File: src/rtl/adom_pkg.sv
// ============================================================================
// Averaged divider ohmmeter package
// Field widths, status and register codes, sequencer states.
// ============================================================================
package adom_pkg;

    localparam int ADC_W     = 12;
    localparam int SUM_W     = 17;
    localparam int CNT_W     = 6;
    localparam int REG_W     = 20;
    localparam int STAT_W    = 2;
    localparam int CFG_IDX_W = 2;

    localparam logic [CFG_IDX_W-1:0] CFG_RREF0 = 2'd0;
    localparam logic [CFG_IDX_W-1:0] CFG_RREF1 = 2'd1;
    localparam logic [CFG_IDX_W-1:0] CFG_LIMIT = 2'd2;

    localparam logic [REG_W-1:0] RST_RREF0 = 20'd10540;
    localparam logic [REG_W-1:0] RST_RREF1 = 20'd10430;
    localparam logic [REG_W-1:0] RST_LIMIT = 20'd100000;

    typedef enum logic [STAT_W-1:0] {
        RS_SHORT  = 2'd0,
        RS_NORMAL = 2'd1,
        RS_OVER   = 2'd2
    } t_range_status;

    typedef enum logic [2:0] {
        S_IDLE,
        S_MUL,
        S_CMP,
        S_DIV,
        S_OUT
    } t_state;

endpackage

File: src/rtl/adom_div.sv
// ============================================================================
// Averaged divider ohmmeter divider
// Restoring unsigned divider, one quotient bit per cycle.
// ============================================================================
module adom_div #(
    parameter int NUM_W = 37,
    parameter int DEN_W = 17
) (
    input  logic             i_clk,
    input  logic             i_rst_n,
    input  logic             i_start,
    input  logic [NUM_W-1:0] i_num,
    input  logic [DEN_W-1:0] i_den,
    output logic             o_done,
    output logic [NUM_W-1:0] o_quot
);
    localparam int CNT_W = $clog2(NUM_W + 1);

    logic             r_busy;
    logic             r_done;
    logic [CNT_W-1:0] r_cnt;
    logic [DEN_W-1:0] r_rem;
    logic [DEN_W-1:0] r_den;
    logic [NUM_W-1:0] r_q;
    logic [DEN_W:0]   w_trial;
    logic [DEN_W:0]   w_diff;
    logic             w_ge;

    always_comb begin
        w_trial = {r_rem, r_q[NUM_W-1]};
        w_ge    = w_trial >= {1'b0, r_den};
        w_diff  = w_trial - {1'b0, r_den};
    end

    always_ff @(posedge i_clk) begin
        if (!i_rst_n) begin
            r_busy <= 1'b0;
            r_done <= 1'b0;
            r_cnt  <= '0;
        end else begin
            r_done <= 1'b0;
            if (i_start) begin
                r_busy <= 1'b1;
                r_cnt  <= CNT_W'(NUM_W);
            end else if (r_busy) begin
                r_cnt <= r_cnt - 1'b1;
                if (r_cnt == CNT_W'(1)) begin
                    r_busy <= 1'b0;
                    r_done <= 1'b1;
                end
            end
        end
    end

    always_ff @(posedge i_clk) begin
        if (i_start) begin
            r_q   <= i_num;
            r_den <= i_den;
            r_rem <= '0;
        end else if (r_busy) begin
            r_q   <= {r_q[NUM_W-2:0], w_ge};
            r_rem <= w_ge ? w_diff[DEN_W-1:0] : w_trial[DEN_W-1:0];
        end
    end

    assign o_done = r_done;
    assign o_quot = r_q;

endmodule

File: src/rtl/averaged_divider_ohmmeter_unit.sv
// ============================================================================
// Averaged divider ohmmeter
// A sample that does not complete an average is accumulated without stalling.
// A completing sample passes S_MUL and S_CMP, then the 37-step restoring
// divider on rref*sum, or goes straight to S_OUT when open or over range;
// the input stalls until that result is loaded, output stalls extending it.
// Synchronous active-low reset clears sums, counts, sequencer and output valid.
// ============================================================================
module averaged_divider_ohmmeter_unit #(
    parameter int NUM_SAMPLES    = 20,
    parameter int ADC_FULL_SCALE = 4095
) (
    input  logic                             i_clk,
    input  logic                             i_rst_n,
    input  logic                             i_in_valid,
    output logic                             o_in_stall,
    input  logic                             i_channel,
    input  logic [adom_pkg::ADC_W-1:0]       i_adc_sample,
    output logic                             o_out_valid,
    input  logic                             i_out_stall,
    output logic                             o_result_channel,
    output logic [adom_pkg::REG_W-1:0]       o_resistance_ohms,
    output logic [adom_pkg::STAT_W-1:0]      o_range_status,
    input  logic                             i_cfg_we,
    input  logic [adom_pkg::CFG_IDX_W-1:0]   i_cfg_index,
    input  logic [adom_pkg::REG_W-1:0]       i_cfg_data
);
    import adom_pkg::*;

    localparam int NF    = NUM_SAMPLES * ADC_FULL_SCALE;
    localparam int NF_W  = $clog2(NF + 1);
    localparam int CMP_W = (NF_W > SUM_W) ? NF_W : SUM_W;
    localparam int NUM_W = REG_W + SUM_W;
    localparam int DEN_W = NF_W;
    localparam int LIM_W = REG_W + DEN_W;
    localparam int PRD_W = (LIM_W > NUM_W) ? LIM_W : NUM_W;

    localparam logic [CMP_W-1:0] NF_V    = CMP_W'(NF);
    localparam logic [CMP_W-1:0] OPEN_TH = CMP_W'(NUM_SAMPLES * (ADC_FULL_SCALE - 1));
    localparam logic [CNT_W-1:0] N_V     = CNT_W'(NUM_SAMPLES);

    t_state          r_state;
    t_state          n_state;
    logic [SUM_W-1:0] r_sum [2];
    logic [CNT_W-1:0] r_cnt [2];
    logic [REG_W-1:0] r_rref0;
    logic [REG_W-1:0] r_rref1;
    logic [REG_W-1:0] r_limit;
    logic             r_ch;
    logic [SUM_W-1:0] r_sum_hold;
    logic             r_open;
    logic [NUM_W-1:0] r_num;
    logic [LIM_W-1:0] r_lim;
    logic [DEN_W-1:0] r_den;
    logic [REG_W-1:0] r_ohms;
    logic [REG_W-1:0] n_ohms;
    t_range_status    r_stat;
    t_range_status    n_stat;
    logic             r_out_valid;
    logic             r_out_ch;
    logic [REG_W-1:0] r_out_ohms;
    t_range_status    r_out_stat;

    logic             w_in_acc;
    logic             w_out_free;
    logic             w_out_load;
    logic             w_div_start;
    logic             w_div_done;
    logic [NUM_W-1:0] w_quot;
    logic [SUM_W-1:0] w_sum_new;
    logic [CNT_W-1:0] w_cnt_new;
    logic             w_full;
    logic [REG_W-1:0] w_rref;
    logic [CMP_W-1:0] w_den_full;
    logic             w_over;

    always_comb begin
        w_in_acc   = i_in_valid && (r_state == S_IDLE);
        w_out_free = !r_out_valid || !i_out_stall;
        w_sum_new  = r_sum[i_channel] + SUM_W'(i_adc_sample);
        w_cnt_new  = r_cnt[i_channel] + 1'b1;
        w_full     = w_cnt_new >= N_V;
        w_rref     = r_ch ? r_rref1 : r_rref0;
        w_den_full = NF_V - CMP_W'(r_sum_hold);
        w_over     = PRD_W'(r_num) > PRD_W'(r_lim);
    end

    always_comb begin
        n_state     = r_state;
        n_ohms      = r_ohms;
        n_stat      = r_stat;
        w_div_start = 1'b0;
        w_out_load  = 1'b0;
        unique case (r_state)
            S_IDLE: begin
                if (w_in_acc && w_full) begin
                    n_state = S_MUL;
                end
            end
            S_MUL: begin
                n_state = S_CMP;
            end
            S_CMP: begin
                if (r_open || w_over) begin
                    n_ohms  = '0;
                    n_stat  = RS_OVER;
                    n_state = S_OUT;
                end else begin
                    w_div_start = 1'b1;
                    n_state     = S_DIV;
                end
            end
            S_DIV: begin
                if (w_div_done) begin
                    n_ohms  = w_quot[REG_W-1:0];
                    n_stat  = (w_quot == '0) ? RS_SHORT : RS_NORMAL;
                    n_state = S_OUT;
                end
            end
            S_OUT: begin
                if (w_out_free) begin
                    w_out_load = 1'b1;
                    n_state    = S_IDLE;
                end
            end
            default: begin
                n_state = S_IDLE;
            end
        endcase
    end

    always_ff @(posedge i_clk) begin
        if (!i_rst_n) begin
            r_state     <= S_IDLE;
            r_sum[0]    <= '0;
            r_sum[1]    <= '0;
            r_cnt[0]    <= '0;
            r_cnt[1]    <= '0;
            r_rref0     <= RST_RREF0;
            r_rref1     <= RST_RREF1;
            r_limit     <= RST_LIMIT;
            r_out_valid <= 1'b0;
        end else begin
            r_state <= n_state;
            if (w_in_acc) begin
                if (w_full) begin
                    r_sum[i_channel] <= '0;
                    r_cnt[i_channel] <= '0;
                end else begin
                    r_sum[i_channel] <= w_sum_new;
                    r_cnt[i_channel] <= w_cnt_new;
                end
            end
            if (i_cfg_we) begin
                if (i_cfg_index == CFG_RREF0) begin
                    r_rref0 <= i_cfg_data;
                end else if (i_cfg_index == CFG_RREF1) begin
                    r_rref1 <= i_cfg_data;
                end else if (i_cfg_index == CFG_LIMIT) begin
                    r_limit <= i_cfg_data;
                end
            end
            if (w_out_load) begin
                r_out_valid <= 1'b1;
            end else if (!i_out_stall) begin
                r_out_valid <= 1'b0;
            end
        end
    end

    always_ff @(posedge i_clk) begin
        r_ohms <= n_ohms;
        r_stat <= n_stat;
        if (w_in_acc && w_full) begin
            r_ch       <= i_channel;
            r_sum_hold <= w_sum_new;
            r_open     <= CMP_W'(w_sum_new) >= OPEN_TH;
        end
        if (r_state == S_MUL) begin
            r_num <= NUM_W'(w_rref) * NUM_W'(r_sum_hold);
            r_den <= w_den_full[DEN_W-1:0];
            r_lim <= LIM_W'(r_limit) * LIM_W'(w_den_full[DEN_W-1:0]);
        end
        if (w_out_load) begin
            r_out_ch   <= r_ch;
            r_out_ohms <= r_ohms;
            r_out_stat <= r_stat;
        end
    end

    adom_div #(
        .NUM_W (NUM_W),
        .DEN_W (DEN_W)
    ) u_div (
        .i_clk   (i_clk),
        .i_rst_n (i_rst_n),
        .i_start (w_div_start),
        .i_num   (r_num),
        .i_den   (r_den),
        .o_done  (w_div_done),
        .o_quot  (w_quot)
    );

    assign o_in_stall        = (r_state != S_IDLE);
    assign o_out_valid       = r_out_valid;
    assign o_result_channel  = r_out_ch;
    assign o_resistance_ohms = r_out_ohms;
    assign o_range_status    = r_out_stat;

endmodule

File: config.mk
export PLATFORM = sky130hd
export DESIGN_NAME = averaged_divider_ohmmeter_unit
export DESIGN_NICKNAME = d
export VERILOG_FILES = /design/src/rtl/adom_pkg.sv /design/src/rtl/adom_div.sv /design/src/rtl/averaged_divider_ohmmeter_unit.sv
export SDC_FILE = /design/constraint.sdc
export NUM_CORES = 2
export LEC_CHECK = 0
export BUFFER_PORTS_ARGS = -buffer_cell sky130_fd_sc_hd__clkbuf_2
export CAP_MARGIN = 20
export CORE_MARGIN = 1.5
export CORE_UTILIZATION = 40
export DETAILED_ROUTE_END_ITERATION = 10
export SLEW_MARGIN = 0
export SYNTH_ARGS = -nofsm -noshare
export SYNTH_HDL_FRONTEND = slang
export SYNTH_HIERARCHICAL = 1
export SYNTH_SLANG_ARGS = --single-unit
File: constraint.sdc
create_clock -name i_clk -period 19.2 [get_ports i_clk]
set_input_delay 0.96 -clock i_clk [delete_from_list [all_inputs] [get_ports i_clk]]
set_output_delay 0.96 -clock i_clk [all_outputs]
set_load 0.05 [all_outputs]
# Word-level counts from Yosys, hierarchy flattened
# Memories as Yosys holds them, arrays and structs flattened.
# Index checks and enable logic that the tools add are counted.
word_totals:
  out_inout_bits: 25
  register_bits: 298
  word_cells: 120
  ram_bits: 46
  n_memories: 2
  in_bits: 40
op_classes:
  n_mul: 2
  magnitude_cmp: 4
  addsub: 5
  eq_ne: 12
  reduce_logical: 21
  n_bitwise: 6
  n_mux: 45
mem_list:
  columns: ["name", "depth", "word_bits", "rd", "rd_ports_with_merged_regs", "write_ports", "line_no", "rtl"]
  rows:
  - ["r_sum", 2, 17, 1, 0, 2, "averaged_divider_ohmmeter_unit.sv:44", "logic [SUM_W-1:0] r_sum [2];"]
  - ["r_cnt", 2, 6, 1, 0, 2, "averaged_divider_ohmmeter_unit.sv:45", "logic [CNT_W-1:0] r_cnt [2];"]
op_table:
  columns: ["operator", "count"]
  rows:
  - ["20-bit by 17-bit multiplier with 37-bit output", 2]
  - ["37-bit 2-to-1 mux", 2]
  - ["20-bit 2-to-1 mux", 3]
  - ["17-bit 2-to-1 mux", 3]
  - ["20-bit case mux with 2 select lines", 1]
  - ["37-bit > comparator", 1]
  - ["37-bit logical NOT", 1]
  - ["1-bit 2-to-1 mux", 24]
  - ["6-bit 2-to-1 mux", 4]
  - ["18-bit by 17-bit greater-or-equal comparator with 1-bit output", 1]
  - ["17-bit by 12-bit adder with 17-bit output", 1]
  - ["17-bit greater-or-equal comparator (second input constant)", 1]
  - ["17-bit OR reduction", 1]
  - ["17-bit subtractor", 1]
  - ["17-bit subtractor (first input constant)", 1]
  - ["3-bit case mux with 5 select lines", 1]
  - ["3-bit 2-to-1 mux", 4]
  - ["3-bit AND reduction", 3]
  - ["6-bit by 1-bit adder with 6-bit output (second input constant)", 1]
  - ["3-bit by 2-bit == test with 1-bit output (second input constant)", 2]
  - ["6-bit by 1-bit == test with 1-bit output (second input constant)", 1]
  - ["6-bit by 5-bit greater-or-equal comparator with 1-bit output (second input constant)", 1]
  - ["2-bit by 1-bit inequality test with 1-bit output (second input constant)", 3]
  - ["6-bit OR reduction", 1]
  - ["21 further kinds", 31]

# Depth between registers and ports, before layout
# An unclocked memory read counts as a cell.
depth:
  word_depth: 10
  depth_mapped: 31

# Cells and area by module
# The synthesis kept the hierarchy.
by_module_without_submodules:
  columns: ["module", "seq_area_each_um2", "cells_each", "n_inst", "area_per_inst_um2"]
  rows:
  - ["averaged_divider_ohmmeter_unit", 7317.0, 3514, 1, 33288.2]
  - ["adom_div", 2122.0, 361, 1, 4179.0]

# Worst setup path before layout
# Ideal clock, no wire load.
synth_path:
  path_kind: "register to register"
  from: "reg r_sum_hold[1]"
  to: "reg r_lim[34], data pin"
  stages_incl_launch_ff: 29
  path_slack_ns: 11.797
  setup_ns: 0.265
  n_path_buf: 2
  period_less_slack_ns: 7.403
  t_arrival_ns: 7.138
  path_cell_list: "edfxtp_1 -> clkbuf_1 -> inv_1 -> ha_1 -> nor2_1 -> o21ai_0 -> nor3_1 -> or3_1 -> xnor2_1 -> clkbuf_1 -> and2_1 -> fa_1 -> fa_1 -> fa_1 -> fa_1 -> fa_1 -> inv_1 -> fa_1 -> inv_1 -> ha_1 -> a21oi_1 -> o21ai_0 -> o21ai_0 -> a211oi_1 -> a211oi_1 -> o211ai_4 -> a311oi_4 -> nor4b_1 -> or3_1"
synth_via:
  elab_chain_len: 2
synth_lines:
  columns: ["item", "line_no", "rtl"]
  rows:
  - ["start, declared", "averaged_divider_ohmmeter_unit.sv:50", "logic [SUM_W-1:0] r_sum_hold;"]
  - ["start signal, assigned", "averaged_divider_ohmmeter_unit.sv:176", "r_sum_hold <= w_sum_new;"]
  - ["17-bit subtractor", "averaged_divider_ohmmeter_unit.sv:84", "w_den_full = NF_V - CMP_W'(r_sum_hold);"]
  - ["20-bit by 17-bit multiplier with 37-bit output", "averaged_divider_ohmmeter_unit.sv:182", "r_lim <= LIM_W'(r_limit) * LIM_W'(w_den_full[DEN_W-1:0]);"]
  - ["end signal, assigned", "averaged_divider_ohmmeter_unit.sv:182", null]
  - ["end, declared", "averaged_divider_ohmmeter_unit.sv:53", "logic [LIM_W-1:0] r_lim;"]
# No other way between the ends.
# A chain may end at the register's enable or synchronous reset.

# Final worst setup path
# Ends and elaborated chain as after synthesis.

==> results.yml <==
run_status:
  outcome: "completed"
synthesis:
  ys_types: 87
  synth_area_um2: 37470
  synth_area_per_cell_um2: 9.669
  async_reset_ff_frac: 0
  synth-seq-cells: 344
  yosys_warnings: 6
  synth_top_cell_by_area: "fa_1"
  synthFlopType: "edfxtp_1"
  synth.area.top_cells: "fa_1, edfxtp_1, ha_1"
  syn_inst: 3875
  synth_top_area_frac: 0.2885
  synth_edf_count: 255
  yosysSeqAreaShare: 0.2519
hold_path:
  hold_path_class: "reg -> reg"
critical_path:
  critPathMaxFanout: 21
  arrival_ns: 9.18
  critical_path_required_ns: 19.52
  max_stage_delay_ns: 0.77
  critPathSlowestCell: "xnor2_2"
  cp_common_cell: "fa_1"
  crit_type: "reg -> reg"
  cp-end-kind: "flop"
  cp-start-kind: "flop"
drt:
  vias: 26000
  drt_iter0_drc: 1605
  avgViaCountPerCell: 5.053
  wire_per_inst_um: 18.17
  drc: 0
  first_pass_iters: 6
  antenna_left: 0
  drt-total-wl_um: 93500
timing:
  worst_slack_ns: 10.34
  hold_viol_final: 0
  fmax_mhz: 112.9
  setup_viol: 0
  rsz0062_at_grt: "no"
  maxSlewHeadroom: 0.2776
  period_minus_slack_ns: 8.858
  fin_crit_sh: 0.4614
  tns_ns: 0
  slew_violations: 0
  fin_skew_ns: 0.02181
  worst_pin_slew_ns: 1.082
floorplan:
  die_area_um2: 95510
  ios: 65
  die_h_um: 309.1
  die_x_um: 309.1
  placementRows: 112
  start_util: 0.4027
  core_area_um2: 93050
placement:
  dp_cells: 5068
  dpl_worst_slack_ns: 10.27
  portBuffers: 64
  dp_hpwl_um: 71230
  gp_congestion: 0.8626
layout:
  areaGrowthSynthToFinish_pct: 8.312
  fin_cells: 5146
  drive_gt1_frac: 0.07532
  fin_nets: 4731
clock_tree:
  cts_buffers: 40
  cts_hold_buf: 0
  insertion_delay_ns: 0.58
  cts_buffer_depth: 3
  cts_tree: "yes"
  h-tree-depth: 2
  clk_pin_slew_ns: 0.06
  cts_root_buf: "clkbuf_16"
  cts_resized: 0
  cts_num_sinks: 344
  post_cts_buffers: 0
job:
  max_cap_viol_count: 0
global_routing:
  grt_max_degree: 72
  antenna_found_initial: 2
  grtUsageTotal: 0.2003
  grt_pass1_wl_um: 147900
  grt_pass1_vias: 26330
  grt_overflow_total: 0
## flip-flops by register name (all words and copies together) (netlist names), 20 cells and up
signal and cells:
o_resistance_ohms 20, r_rref1 20, r_sum 34, r_lim 37, r_limit 20, u_div/o_quot 37, r_num 37, r_ohms 20
r_rref0 20
## layout by cell type (no fill, tap or decap), types with 24 or more instances in the layout
master | Yosys | final
nor2b_1 | 31 | 31
nor3_1 | 25 | 24
fa_1 | 540 | 540
edfxtp_1 | 255 | 255
o21ai_0 | 48 | 47
dfxtp_1 | 89 | 89
xnor2_1 | 58 | 53
clkbuf_2 | 1 | 64
a21o_1 | 54 | 54
ha_1 | 293 | 293
a21boi_0 | 50 | 50
buf_4 | 3 | 46
mux2_2 | 70 | 70
a21oi_1 | 99 | 98
nor2_1 | 140 | 138
nand3_1 | 40 | 40
and2_1 | 216 | 216
inv_1 | 739 | 739
nand2_1 | 661 | 661
clkbuf_16 | 0 | 41
xor2_1 | 45 | 36
## cell usage after synthesis (all sizes together) (9+ instances only)
library cell / n
nor2: 140
fa: 540
and2: 216
and3: 16
mux2i: 17
buf: 17
clkbuf: 156
nand4: 23
xor2: 45
xnor2: 58
o211ai: 9
nand3: 41
o21ai: 53
a21boi: 50
nor3: 26
a21o: 56
o21a: 15
inv: 739
edfxtp: 255
a21oi: 101
ha: 293
mux2: 70
nand2: 661
nor4: 14
dfxtp: 89
a211oi: 21
nand2b: 12
nor2b: 32
a31oi: 11
o21bai: 9
## path summary, 6_finish.rpt
path,startpoint,endpoint,slack (ns),cells after the start
worst max-delay path,r_sum_hold[1],r_lim[34],10.34,26
worst min-delay path,r_ohms[7],o_resistance_ohms[7],0.42,0
worst max register to register,r_sum_hold[1],r_lim[34],10.34,26
worst min register to register,r_ohms[7],o_resistance_ohms[7],0.42,0
## worst max-delay path, delay by kind of cell, from the launching register on
family                     cells  cell delay (ns)
AOI/OAI and AO/OA              8             1.95
xor gates and xnor gates       1             0.77
adders and majority gates      8             3.43
buffers and inverters          3             0.36
DFF                            1             0.69
and+or+nand+nor                6             1.40
## per-stage QoR
step / hold slack, ns / cell area (um2) / util
floorplan: 0.4003 / 37470 / -
global placement: 0.4040 / 39130 / 0.4206
detailed placement: 0.4045 / 39160 / 0.4209
CTS: 0.4177 / 40550 / 0.4358
global route: 0.4239 / 40580 / 0.4361
finish: 0.4165 / 40580 / 0.4361
## cell families after synthesis
family	synth area share
AO/OA/AOI/OAI	0.07026
XOR/XNOR	0.02408
adder cells (fa/ha/maj)	0.3864
buffers and inverters	0.09337
flip-flops	0.2519
multiplexers	0.02558
other	0.0001001
AND/OR/NAND/NOR	0.1483
## layout make-up
| cell class | instances | area (um2) |
|---|---|---|
| fillers | 9082 | 52470 |
| multi-input cells | 2619 | 24680 |
| flip-flops and latches | 344 | 9439 |
| inverters | 740 | 2778 |
| well taps | 1254 | 1569 |
| clock buffers | 54 | 1115 |
| repair buffers | 113 | 723.2 |
| clock inverters | 20 | 271.5 |
| diodes | 2 | 5.005 |
## layer usage
metal / wire length (um) / vias to the layer above / global-route usage
li1: - / 12140 / -
met1: 42600 / 12970 / 0.2818
met2: 41620 / 794 / 0.3161
met3: 7108 / 105 / 0.04213
met4: 2164 / 0 / 0.04708
met5: 0 / - / 0
Power is left out: the tool's default activity adds up to more than one toggle a clock period on the data nets, which glitch-free logic cannot reach.
